===== src/rtl/facp_pkg.sv =====
// ----------------------------------------------------------------------------
// facp_pkg
// Shared types and constants of the framed ASCII command parser.
// ----------------------------------------------------------------------------
package facp_pkg;

  // Character codes used by the frame syntax.
  localparam logic [7:0] CHAR_SOF  = 8'h23;  // '#'
  localparam logic [7:0] CHAR_EOF  = 8'h0D;  // carriage return
  localparam logic [7:0] CHAR_L    = 8'h4C;
  localparam logic [7:0] CHAR_B    = 8'h42;
  localparam logic [7:0] CHAR_T    = 8'h54;
  localparam logic [7:0] CHAR_F    = 8'h46;
  localparam logic [7:0] CHAR_S    = 8'h53;
  localparam logic [7:0] CHAR_0    = 8'h30;
  localparam logic [7:0] CHAR_1    = 8'h31;
  localparam logic [7:0] CHAR_4    = 8'h34;
  localparam logic [7:0] CHAR_9    = 8'h39;

  // Result status codes.
  localparam logic [1:0] STATUS_OK      = 2'd0;
  localparam logic [1:0] STATUS_INVALID = 2'd2;
  localparam logic [1:0] STATUS_FORMAT  = 2'd3;

  // Command kinds reported with each result.
  localparam logic [2:0] KIND_NONE       = 3'd0;
  localparam logic [2:0] KIND_LED_PERIOD = 3'd1;
  localparam logic [2:0] KIND_BTN_PERIOD = 3'd2;
  localparam logic [2:0] KIND_TMP_PERIOD = 3'd3;
  localparam logic [2:0] KIND_LED_SET    = 3'd4;
  localparam logic [2:0] KIND_BTN_READ   = 3'd5;
  localparam logic [2:0] KIND_TEMP_READ  = 3'd6;

  // Period divider: quotient of PERIOD_SCALE over the frequency.
  localparam int unsigned DIV_BITS     = 10;
  localparam logic [9:0]  PERIOD_SCALE = 10'd1000;

  typedef struct packed {
    logic [7:0] rx_char;
    logic [3:0] button_states;
    logic [7:0] temperature;
  } in_item_t;

  typedef struct packed {
    logic [1:0] status;
    logic [2:0] command_kind;
    logic [2:0] target_index;
    logic [9:0] reported_value;
    logic [9:0] new_period;
    logic [3:0] led_states;
  } out_item_t;

  // Controller to datapath commands.
  typedef struct packed {
    logic accept;      // an input item is taken this cycle
    logic latch_eval;  // register the frame evaluation
    logic div_start;   // launch the period division
    logic emit;        // load the result register and clear the frame
  } ctrl_cmd_t;

  // Datapath to controller status.
  typedef struct packed {
    logic is_eof;    // the offered character ends a frame
    logic need_div;  // the frame is a valid frequency command
    logic div_done;  // the divider finishes this cycle
    logic out_free;  // the result register can take a new item
  } dp_status_t;

  typedef enum logic [1:0] {
    ST_IDLE,
    ST_EVAL,
    ST_DIV,
    ST_EMIT
  } ctrl_state_e;

endpackage


===== src/rtl/facp_divider.sv =====
// ----------------------------------------------------------------------------
// facp_divider
// Restoring divider that computes PERIOD_SCALE / divisor, one bit per cycle.
// ----------------------------------------------------------------------------
module facp_divider (
  input  logic       clk_i,
  input  logic       rst_ni,
  input  logic       start_i,
  input  logic [9:0] divisor_i,
  output logic       done_o,
  output logic [9:0] quotient_o
);
  import facp_pkg::*;

  localparam int unsigned CW = $clog2(DIV_BITS + 1);

  logic          busy_q;
  logic [CW-1:0] cnt_q;
  logic [10:0]   rem_q;
  logic [9:0]    quo_q;
  logic [9:0]    dvs_q;
  logic [10:0]   rem_sh;
  logic [10:0]   rem_nx;
  logic          fits;

  // One restoring step: shift in the next dividend bit and try a subtract.
  always_comb begin
    rem_sh = {rem_q[9:0], quo_q[9]};
    fits   = rem_sh >= {1'b0, dvs_q};
    rem_nx = fits ? (rem_sh - {1'b0, dvs_q}) : rem_sh;
  end

  // Iteration control.
  always_ff @(posedge clk_i or negedge rst_ni) begin
    if (!rst_ni) begin
      busy_q <= 1'b0;
      cnt_q  <= '0;
    end else if (start_i) begin
      busy_q <= 1'b1;
      cnt_q  <= CW'(DIV_BITS);
    end else if (busy_q) begin
      cnt_q <= cnt_q - CW'(1);
      if (cnt_q == CW'(1)) begin
        busy_q <= 1'b0;
      end
    end
  end

  // Remainder and quotient; the dividend shifts out as quotient bits shift in.
  always_ff @(posedge clk_i) begin
    if (start_i) begin
      rem_q <= '0;
      quo_q <= PERIOD_SCALE;
      dvs_q <= divisor_i;
    end else if (busy_q) begin
      rem_q <= rem_nx;
      quo_q <= {quo_q[8:0], fits};
    end
  end

  assign done_o     = busy_q && (cnt_q == CW'(1));
  assign quotient_o = quo_q;

endmodule


===== src/rtl/facp_datapath.sv =====
// ----------------------------------------------------------------------------
// facp_datapath
// Frame capture, command decode, period divider and result register.
// ----------------------------------------------------------------------------
module facp_datapath #(
  parameter int unsigned FRAME_MAX = 20
) (
  input  logic                  clk_i,
  input  logic                  rst_ni,
  input  facp_pkg::ctrl_cmd_t   cmd_i,
  output facp_pkg::dp_status_t  status_o,
  input  facp_pkg::in_item_t    in_data_i,
  output logic                  out_valid_o,
  input  logic                  out_stall_i,
  output facp_pkg::out_item_t   out_data_o
);
  import facp_pkg::*;

  localparam int unsigned LW = $clog2(FRAME_MAX + 1);

  // Frame state: length, first '#' position and the bytes that follow it.
  logic [LW-1:0] len_q, len_d;
  logic [LW-1:0] sof_q, sof_d;
  logic          sof_found_q, sof_found_d;
  logic          ovf_q, ovf_d;
  logic [7:0]    cap_q [5];
  logic [7:0]    cap_d [5];
  logic [LW-1:0] off;

  // Sensor values that came with the last item.
  logic [3:0] btn_q;
  logic [7:0] temp_q;

  // Stored LED values.
  logic [3:0] led_q, led_d;

  // Evaluation results.
  logic [1:0] ev_status_d, ev_status_q;
  logic [2:0] ev_kind_d, ev_kind_q;
  logic [2:0] ev_target_d, ev_target_q;
  logic [9:0] ev_value_d, ev_value_q;
  logic       ev_freq_d, ev_freq_q;

  logic [LW-1:0] rel;
  logic [1:0]    ndig;
  logic [1:0]    x;
  logic [9:0]    freq;
  logic          digits_ok;

  logic       out_valid_q;
  out_item_t  out_q;

  logic       div_done;
  logic [9:0] quotient;

  function automatic logic is_digit(input logic [7:0] c);
    is_digit = (c >= CHAR_0) && (c <= CHAR_9);
  endfunction

  function automatic logic [9:0] dval(input logic [7:0] c);
    dval = {6'd0, c[3:0]};
  endfunction

  // Capture of an accepted character into the frame.
  always_comb begin
    len_d       = len_q;
    sof_d       = sof_q;
    sof_found_d = sof_found_q;
    ovf_d       = ovf_q;
    cap_d       = cap_q;
    off         = len_q - sof_q;
    if (cmd_i.emit) begin
      len_d       = '0;
      sof_d       = '0;
      sof_found_d = 1'b0;
      ovf_d       = 1'b0;
      for (int k = 0; k < 5; k++) begin
        cap_d[k] = '0;
      end
    end else if (cmd_i.accept) begin
      if (len_q < LW'(FRAME_MAX)) begin
        len_d = len_q + LW'(1);
        if (!sof_found_q) begin
          if (in_data_i.rx_char == CHAR_SOF) begin
            sof_found_d = 1'b1;
            sof_d       = len_q;
          end
        end else begin
          for (int k = 0; k < 5; k++) begin
            if (off == LW'(k + 1)) begin
              cap_d[k] = in_data_i.rx_char;
            end
          end
        end
      end else begin
        ovf_d = 1'b1;
      end
    end
  end

  always_ff @(posedge clk_i or negedge rst_ni) begin
    if (!rst_ni) begin
      len_q       <= '0;
      sof_q       <= '0;
      sof_found_q <= 1'b0;
      ovf_q       <= 1'b0;
      for (int k = 0; k < 5; k++) begin
        cap_q[k] <= '0;
      end
    end else begin
      len_q       <= len_d;
      sof_q       <= sof_d;
      sof_found_q <= sof_found_d;
      ovf_q       <= ovf_d;
      cap_q       <= cap_d;
    end
  end

  // Sensor snapshot; only the one taken with the end character matters.
  always_ff @(posedge clk_i) begin
    if (cmd_i.accept) begin
      btn_q  <= in_data_i.button_states;
      temp_q <= in_data_i.temperature;
    end
  end

  // Frequency digits, one to three of them after the command letters.
  always_comb begin
    rel       = len_q - sof_q;
    ndig      = 2'(rel - LW'(4));
    freq      = '0;
    digits_ok = 1'b0;
    case (ndig)
      2'd1: begin
        freq      = dval(cap_q[2]);
        digits_ok = is_digit(cap_q[2]);
      end
      2'd2: begin
        freq      = dval(cap_q[2]) * 10'd10 + dval(cap_q[3]);
        digits_ok = is_digit(cap_q[2]) && is_digit(cap_q[3]);
      end
      2'd3: begin
        freq      = dval(cap_q[2]) * 10'd100 + dval(cap_q[3]) * 10'd10 + dval(cap_q[4]);
        digits_ok = is_digit(cap_q[2]) && is_digit(cap_q[3]) && is_digit(cap_q[4]);
      end
      default: begin
        freq      = '0;
        digits_ok = 1'b0;
      end
    endcase
  end

  // Command decode, in order of precedence.
  always_comb begin
    ev_status_d = STATUS_OK;
    ev_kind_d   = KIND_NONE;
    ev_target_d = '0;
    ev_value_d  = '0;
    ev_freq_d   = 1'b0;
    led_d       = led_q;
    x           = 2'(cap_q[1] - CHAR_1);
    if (ovf_q || !sof_found_q) begin
      ev_status_d = STATUS_FORMAT;
    end else if ((cap_q[0] inside {CHAR_L, CHAR_B, CHAR_T}) && (cap_q[1] == CHAR_F)) begin
      if ((rel < LW'(4)) || (rel > LW'(7)) || !digits_ok || (freq == '0)) begin
        ev_status_d = STATUS_FORMAT;
      end else begin
        ev_freq_d  = 1'b1;
        ev_value_d = freq;
        if (cap_q[0] == CHAR_L) begin
          ev_kind_d = KIND_LED_PERIOD;
        end else if (cap_q[0] == CHAR_B) begin
          ev_kind_d = KIND_BTN_PERIOD;
        end else begin
          ev_kind_d = KIND_TMP_PERIOD;
        end
      end
    end else if ((cap_q[0] == CHAR_L) && (cap_q[2] == CHAR_S)) begin
      if (!(cap_q[1] inside {[CHAR_1:CHAR_4]}) || !(cap_q[3] inside {[CHAR_0:CHAR_1]})) begin
        ev_status_d = STATUS_FORMAT;
      end else begin
        led_d[x]    = (cap_q[3] == CHAR_1);
        ev_kind_d   = KIND_LED_SET;
        ev_target_d = {1'b0, x} + 3'd1;
        ev_value_d  = {9'd0, cap_q[3] == CHAR_1};
      end
    end else if ((cap_q[0] == CHAR_B) && (rel == LW'(4))) begin
      if (!(cap_q[1] inside {[CHAR_1:CHAR_4]})) begin
        ev_status_d = STATUS_FORMAT;
      end else begin
        ev_kind_d   = KIND_BTN_READ;
        ev_target_d = {1'b0, x} + 3'd1;
        ev_value_d  = {9'd0, btn_q[x]};
      end
    end else if (cap_q[0] == CHAR_T) begin
      ev_kind_d  = KIND_TEMP_READ;
      ev_value_d = {2'd0, temp_q};
    end else begin
      ev_status_d = STATUS_INVALID;
    end
  end

  // LED values change when a frame is evaluated.
  always_ff @(posedge clk_i or negedge rst_ni) begin
    if (!rst_ni) begin
      led_q <= '0;
    end else if (cmd_i.latch_eval) begin
      led_q <= led_d;
    end
  end

  // Evaluation result registers.
  always_ff @(posedge clk_i) begin
    if (cmd_i.latch_eval) begin
      ev_status_q <= ev_status_d;
      ev_kind_q   <= ev_kind_d;
      ev_target_q <= ev_target_d;
      ev_value_q  <= ev_value_d;
      ev_freq_q   <= ev_freq_d;
    end
  end

  facp_divider u_divider (
    .clk_i      (clk_i),
    .rst_ni     (rst_ni),
    .start_i    (cmd_i.div_start),
    .divisor_i  (freq),
    .done_o     (div_done),
    .quotient_o (quotient)
  );

  // Result register.
  always_ff @(posedge clk_i or negedge rst_ni) begin
    if (!rst_ni) begin
      out_valid_q <= 1'b0;
    end else if (cmd_i.emit) begin
      out_valid_q <= 1'b1;
    end else if (!out_stall_i) begin
      out_valid_q <= 1'b0;
    end
  end

  always_ff @(posedge clk_i) begin
    if (cmd_i.emit) begin
      out_q.status         <= ev_status_q;
      out_q.command_kind   <= ev_kind_q;
      out_q.target_index   <= ev_target_q;
      out_q.reported_value <= ev_value_q;
      out_q.new_period     <= ev_freq_q ? quotient : 10'd0;
      out_q.led_states     <= led_q;
    end
  end

  assign out_valid_o = out_valid_q;
  assign out_data_o  = out_q;

  // Status back to the controller.
  assign status_o.is_eof   = (in_data_i.rx_char == CHAR_EOF);
  assign status_o.need_div = ev_freq_d;
  assign status_o.div_done = div_done;
  assign status_o.out_free = !out_valid_q || !out_stall_i;

endmodule


===== src/rtl/facp_ctrl.sv =====
// ----------------------------------------------------------------------------
// facp_ctrl
// Sequencer: collects characters, then evaluates, divides if needed and emits a result.
module facp_ctrl (
  input  logic                  clk_i,
  input  logic                  rst_ni,
  input  logic                  in_valid_i,
  output logic                  in_stall_o,
  input  facp_pkg::dp_status_t  status_i,
  output facp_pkg::ctrl_cmd_t   cmd_o
);
  import facp_pkg::*;

  ctrl_state_e state_q, state_d;

  // State register.
  always_ff @(posedge clk_i or negedge rst_ni) begin
    if (!rst_ni) begin
      state_q <= ST_IDLE;
    end else begin
      state_q <= state_d;
    end
  end

  // Next state and commands.
  always_comb begin
    state_d          = state_q;
    cmd_o.accept     = 1'b0;
    cmd_o.latch_eval = 1'b0;
    cmd_o.div_start  = 1'b0;
    cmd_o.emit       = 1'b0;
    in_stall_o       = 1'b1;
    case (state_q)
      ST_IDLE: begin
        in_stall_o   = 1'b0;
        cmd_o.accept = in_valid_i;
        if (in_valid_i && status_i.is_eof) begin
          state_d = ST_EVAL;
        end
      end
      ST_EVAL: begin
        cmd_o.latch_eval = 1'b1;
        if (status_i.need_div) begin
          cmd_o.div_start = 1'b1;
          state_d         = ST_DIV;
        end else begin
          state_d = ST_EMIT;
        end
      end
      ST_DIV: begin
        if (status_i.div_done) begin
          state_d = ST_EMIT;
        end
      end
      ST_EMIT: begin
        if (status_i.out_free) begin
          cmd_o.emit = 1'b1;
          state_d    = ST_IDLE;
        end
      end
      default: begin
        state_d = ST_IDLE;
      end
    endcase
  end

endmodule


===== src/rtl/framed_ascii_command_parser_top.sv =====
// ----------------------------------------------------------------------------
// framed_ascii_command_parser_top
// Collects received characters into a frame and decodes one command per frame.
// ----------------------------------------------------------------------------
// Character items are taken as they arrive while a frame is collected. A
// carriage return closes the frame: the block then stalls its input while it
// evaluates the frame, runs the bit-serial period divider for frequency
// commands and loads the result register, and also while the previous result
// still waits to be taken. Only the bytes right after the first '#' are
// kept, so no clearing pass is needed.
module framed_ascii_command_parser_top #(
  parameter int unsigned FRAME_MAX = 20
) (
  input  logic                 clk_i,
  input  logic                 rst_ni,
  input  logic                 in_valid_i,
  output logic                 in_stall_o,
  input  facp_pkg::in_item_t   in_data_i,
  output logic                 out_valid_o,
  input  logic                 out_stall_i,
  output facp_pkg::out_item_t  out_data_o
);
  import facp_pkg::*;

  ctrl_cmd_t  cmd;
  dp_status_t status;

  facp_ctrl u_ctrl (
    .clk_i      (clk_i),
    .rst_ni     (rst_ni),
    .in_valid_i (in_valid_i),
    .in_stall_o (in_stall_o),
    .status_i   (status),
    .cmd_o      (cmd)
  );

  facp_datapath #(
    .FRAME_MAX (FRAME_MAX)
  ) u_datapath (
    .clk_i       (clk_i),
    .rst_ni      (rst_ni),
    .cmd_i       (cmd),
    .status_o    (status),
    .in_data_i   (in_data_i),
    .out_valid_o (out_valid_o),
    .out_stall_i (out_stall_i),
    .out_data_o  (out_data_o)
  );

endmodule

===== config.mk =====
export PLATFORM = sky130hd
export DESIGN_NAME = framed_ascii_command_parser_top
export DESIGN_NICKNAME = d
export VERILOG_FILES = /design/src/rtl/facp_pkg.sv /design/src/rtl/facp_divider.sv /design/src/rtl/facp_datapath.sv /design/src/rtl/facp_ctrl.sv /design/src/rtl/framed_ascii_command_parser_top.sv
export SDC_FILE = /design/constraint.sdc
export NUM_CORES = 1
export LEC_CHECK = 0
export BUFFER_PORTS_ARGS = -buffer_cell sky130_fd_sc_hd__buf_2
export CAP_MARGIN = 20
export CELL_PAD_IN_SITES_DETAIL_PLACEMENT = 0
export CELL_PAD_IN_SITES_GLOBAL_PLACEMENT = 1
export CORE_AREA = 3 3 102 202
export DETAILED_ROUTE_END_ITERATION = 12
export DIE_AREA = 0 0 105 205
export PLACE_DENSITY = 0.72
export SYNTH_ARGS = -nofsm -noshare
export SYNTH_HDL_FRONTEND = slang
export SYNTH_SLANG_ARGS = --single-unit

===== constraint.sdc =====
create_clock -name clk_i -period 4.5 [get_ports clk_i]
set_clock_uncertainty 0.15 [all_clocks]
set_input_delay 0.9 -clock clk_i [delete_from_list [all_inputs] [get_ports clk_i]]
set_output_delay 0.9 -clock clk_i [all_outputs]
set_load 0.02 [all_outputs]

==> results.cfg <==
[detailed_routing]
wirelength_um = 20400
ant_nets = 0
drc = 0
drtIter0Drc = 245
via_per_inst = 5.41
avgRoutedWirePerCell_um = 18.6
first_pass_iters = 4
vias = 5920

[placement]
dp_hpwl_um = 15700
place_congestion = 0.898
io_buffer_count = 57
dpl_worst_slack_ns = 0.246

[logic_synthesis]
synth-main-ff-cell = edfxtp_1
ys_seq_area_share_pct = 48.9
ys_warn_count = 0
yosys_register_bits = 157
async_flop_share_pct = 40.8
synth.net_count = 843
yosys.area.top_type = edfxtp_1
synth_area_um2 = 8580
synth_cells = 747
synthDistinctLibCells = 83
synth-edff-count = 73
syn_avg_cell_area_um2 = 11.5
synth.area.top_cells = edfxtp_1 (26%), dfrtp_1 (19%), ha_1 (9.2%), mux2i_1 (6.6%), dfxtp_1 (4.7%)
synth.top_cell.area_share_pct = 25.5

[worst_setup_path]
cp.arrival_ns = 4.31
slowest_stage = fa_1
reg2regPathDepth = 13
r2r_end = u_datapath.ev_value_q[2]$_SDFFCE_PP0N_
worst-path-buf-inv = 2
rrSetupSlack_ns = 0.23
crit_fanout = 7
path_class = reg2reg
r2r-start = u_datapath.cap_q[9]$_DFFE_PN0P_
crit_path_start_kind = flip-flop
cp_slowest_stage_delay_ns = 0.50
worst_setup_path_end_kind = flip-flop
crit_path_frequent_cell = ha_1
worstPathCellList = ha_1, ha_1, inv_1, fa_1, inv_1, ha_1, ha_1, o21ai_1, o211a_1, or3_1, nor4_4, nand3_2, a32o_1
required_ns = 4.53
cpLargestDelayFamily = adder cells

[sta]
hold_viol = 0
fin_ws_ns = 0.227
clock.fmax_ghz = 0.234
period_share_pct = 94.9
period_minus_slack_ns = 4.27
rsz0062_at_grt = no
setup_tns_ns = 0
relSlewSlack_pct = 40.7
hold_ws_ns = 0.268
finalSetupViolCount = 0
slew_violations = 0
tightest_slew_ns = 0.890

[clock_network]
clk_latency_ns = 0.44
cts_resized = 0
cts_buffers = 17
cts_hold_buf = 0
clockBufferDepth = 2
root_buffer = clkbuf_16
clk_pin_slew_ns = 0.07
ctsHtreeMaxLevel = 4
tritoncts = built
cts.sinks = 157
cts_setup_buffers = 0

[die]
initial_core_util_pct = 44.5
die-area_um2 = 21500
ios = 58
core_area_um2 = 19300
die_h_um = 205
rows = 72
die_w_um = 105

[pwr]
irDropWorstVdd_mv = 0.236
power_density_nw_per_um2 = 590
p_leak_nw = 4.28
power.total_w = 0.00582

[job]
maxCapViolations = 0

[outcome]
status = finished clean

[hold_path]
min_to = u_datapath.out_data_o[23]$_DFFE_PP_
holdPathStages = 0
worstHoldStart = u_datapath.ev_value_q[9]$_SDFFCE_PP0N_
hold_class = reg2reg

[global_route]
gr-total-overflow = 0
grt_util_all_layers_pct = 19.9
grt_pass1_vias = 6289
antenna_found_initial = 0
grt_max_degree = 46
grt_pass1_wl_um = 33300

[final_layout]
drive_above_1_share_pct = 17.7
final_core_util_pct = 51.2
nets = 919
num_antenna_cells = 0
syn2layout_area_growth_pct = 15.0
==> state kept, by name (all words and copies together) (netlist names) <==
| signal | flops |
|---|---|
| u_datapath.btn_q | 4 |
| u_datapath.ev_target_q | 3 |
| u_datapath.ovf_q | 1 |
| u_datapath.led_q | 4 |
| u_datapath.sof_q | 5 |
| u_datapath.ev_kind_q | 3 |
| u_datapath.temp_q | 8 |
| u_datapath.u_divider.busy_q | 1 |
| u_datapath.u_divider.cnt_q | 4 |
| u_datapath.ev_value_q | 10 |
| u_datapath.out_data_o | 32 |
| u_datapath.u_divider.dvs_q | 10 |
| u_datapath.u_divider.quotient_o | 10 |
| u_datapath.ev_freq_q | 1 |
| u_datapath.sof_found_q | 1 |
| u_datapath.cap_q | 40 |
| u_datapath.ev_status_q | 2 |
| u_datapath.len_q | 5 |
| u_datapath.u_divider.rem_q | 10 |
| u_datapath.out_valid_o | 1 |
| u_ctrl.state_q | 2 |
==> synth_stat cells, types with 6 or more instances <==
cell	number
xnor2_1	12
a21oi_1	25
a21o_1	8
fa_1	9
nor3_1	15
inv_1	49
mux2i_1	57
edfxtp_1	73
o211ai_1	7
nor2_2	7
dfrtp_1	64
xor2_1	14
and2_1	15
nor2_1	77
nand3_1	15
nand2_1	35
ha_1	63
dfxtp_1	20
a211oi_1	6
o21ai_0	31
nand4_1	7
nor2b_1	13
clkbuf_1	7
==> where the power goes <==
part / total, W / internal, W / switching [W]
clock network: 0.00154 / 0.000882 / 0.000659
registers: 0.00217 / 0.00192 / 0.000247
logic: 0.00211 / 0.000771 / 0.00134
==> stage by stage <==
stage                     std cells  instance area, µm²
final                          1095                9870
after floorplan                 747                8580
after global placement         1063                9230
after CTS                      1095                9870
after detailed placement       1063                9230
after global routing           1095                9870
==> kinds of logic (layout without fill, tap and decap cells) <==
group / count (synthesis) / count (layout) / synth area share, %
AND/OR/NAND/NOR: 232 / 232 / 15.2
flip-flops: 157 / 157 / 48.9
AO/OA/AOI/OAI: 127 / 127 / 10.5
adder cells (fa/ha/maj): 72 / 72 / 11.3
multiplexers: 67 / 67 / 8.14
buffers and inverters: 66 / 155 / 3.38
XOR/XNOR: 26 / 26 / 2.65
==> area by class of cell <==
type                       instances  area [µm²]
clock inverter                    14         188
multi-input combinational        524        4110
timing repair buffer              73         418
fill                            1797        9410
inverter                          50         188
tap                              259         324
clock buffer                      18         450
sequential                       157        4190
==> worst register-to-register path: cells and delay by family (launching register included) <==
| family | cells | cell delay (ns) |
|---|---|---|
| flops | 1 | 0.45 |
| compound gates | 3 | 0.67 |
| simple gates | 3 | 1.05 |
| fa+ha+maj | 5 | 1.60 |
| buf+inv | 2 | 0.10 |
==> layer usage <==
metal / track usage [%] / routed length, µm
met4: 9.34 / 734
met5: 0 / 0
met1: 21.0 / 7540
met3: 2.93 / 546
met2: 38.1 / 11500
==> worst max path at each step <==
stage	from	to	slack, ns	cells past startpoint
2_1_floorplan	u_datapath.cap_q[16]$_DFFE_PN0P_	u_datapath.u_divider.dvs_q[0]$_DFFE_PP_	0.46	13
3_3_place_gp	u_datapath.cap_q[11]$_DFFE_PN0P_	u_datapath.ev_value_q[2]$_SDFFCE_PP0N_	0.30	13
3_5_place_dp	u_datapath.cap_q[17]$_DFFE_PN0P_	u_datapath.ev_value_q[2]$_SDFFCE_PP0N_	0.25	13
4_1_cts	u_datapath.cap_q[9]$_DFFE_PN0P_	u_datapath.ev_value_q[2]$_SDFFCE_PP0N_	0.22	14
5_1_grt	u_datapath.cap_q[11]$_DFFE_PN0P_	u_datapath.ev_value_q[3]$_SDFFCE_PP0N_	0.04	13
6_report	u_datapath.cap_q[9]$_DFFE_PN0P_	u_datapath.ev_value_q[2]$_SDFFCE_PP0N_	0.23	13
==> cells in the final DEF, fill, tap and decap left out, types with 8 or more instances in the layout <==
| master | n |
|---|---|
| dfrtp_1 | 64 |
| inv_1 | 49 |
| buf_4 | 15 |
| nor2b_1 | 13 |
| buf_2 | 57 |
| and2_1 | 15 |
| o21ai_0 | 31 |
| nand2_1 | 35 |
| clkbuf_16 | 18 |
| nand3_1 | 15 |
| mux2i_1 | 57 |
| ha_1 | 63 |
| nor3_1 | 15 |
| a21o_1 | 8 |
| xnor2_1 | 12 |
| fa_1 | 9 |
| edfxtp_1 | 73 |
| dfxtp_1 | 20 |
| a21oi_1 | 25 |
| xor2_1 | 14 |
| nor2_1 | 77 |
No activity file was read; power rests on OpenSTA's default activity.
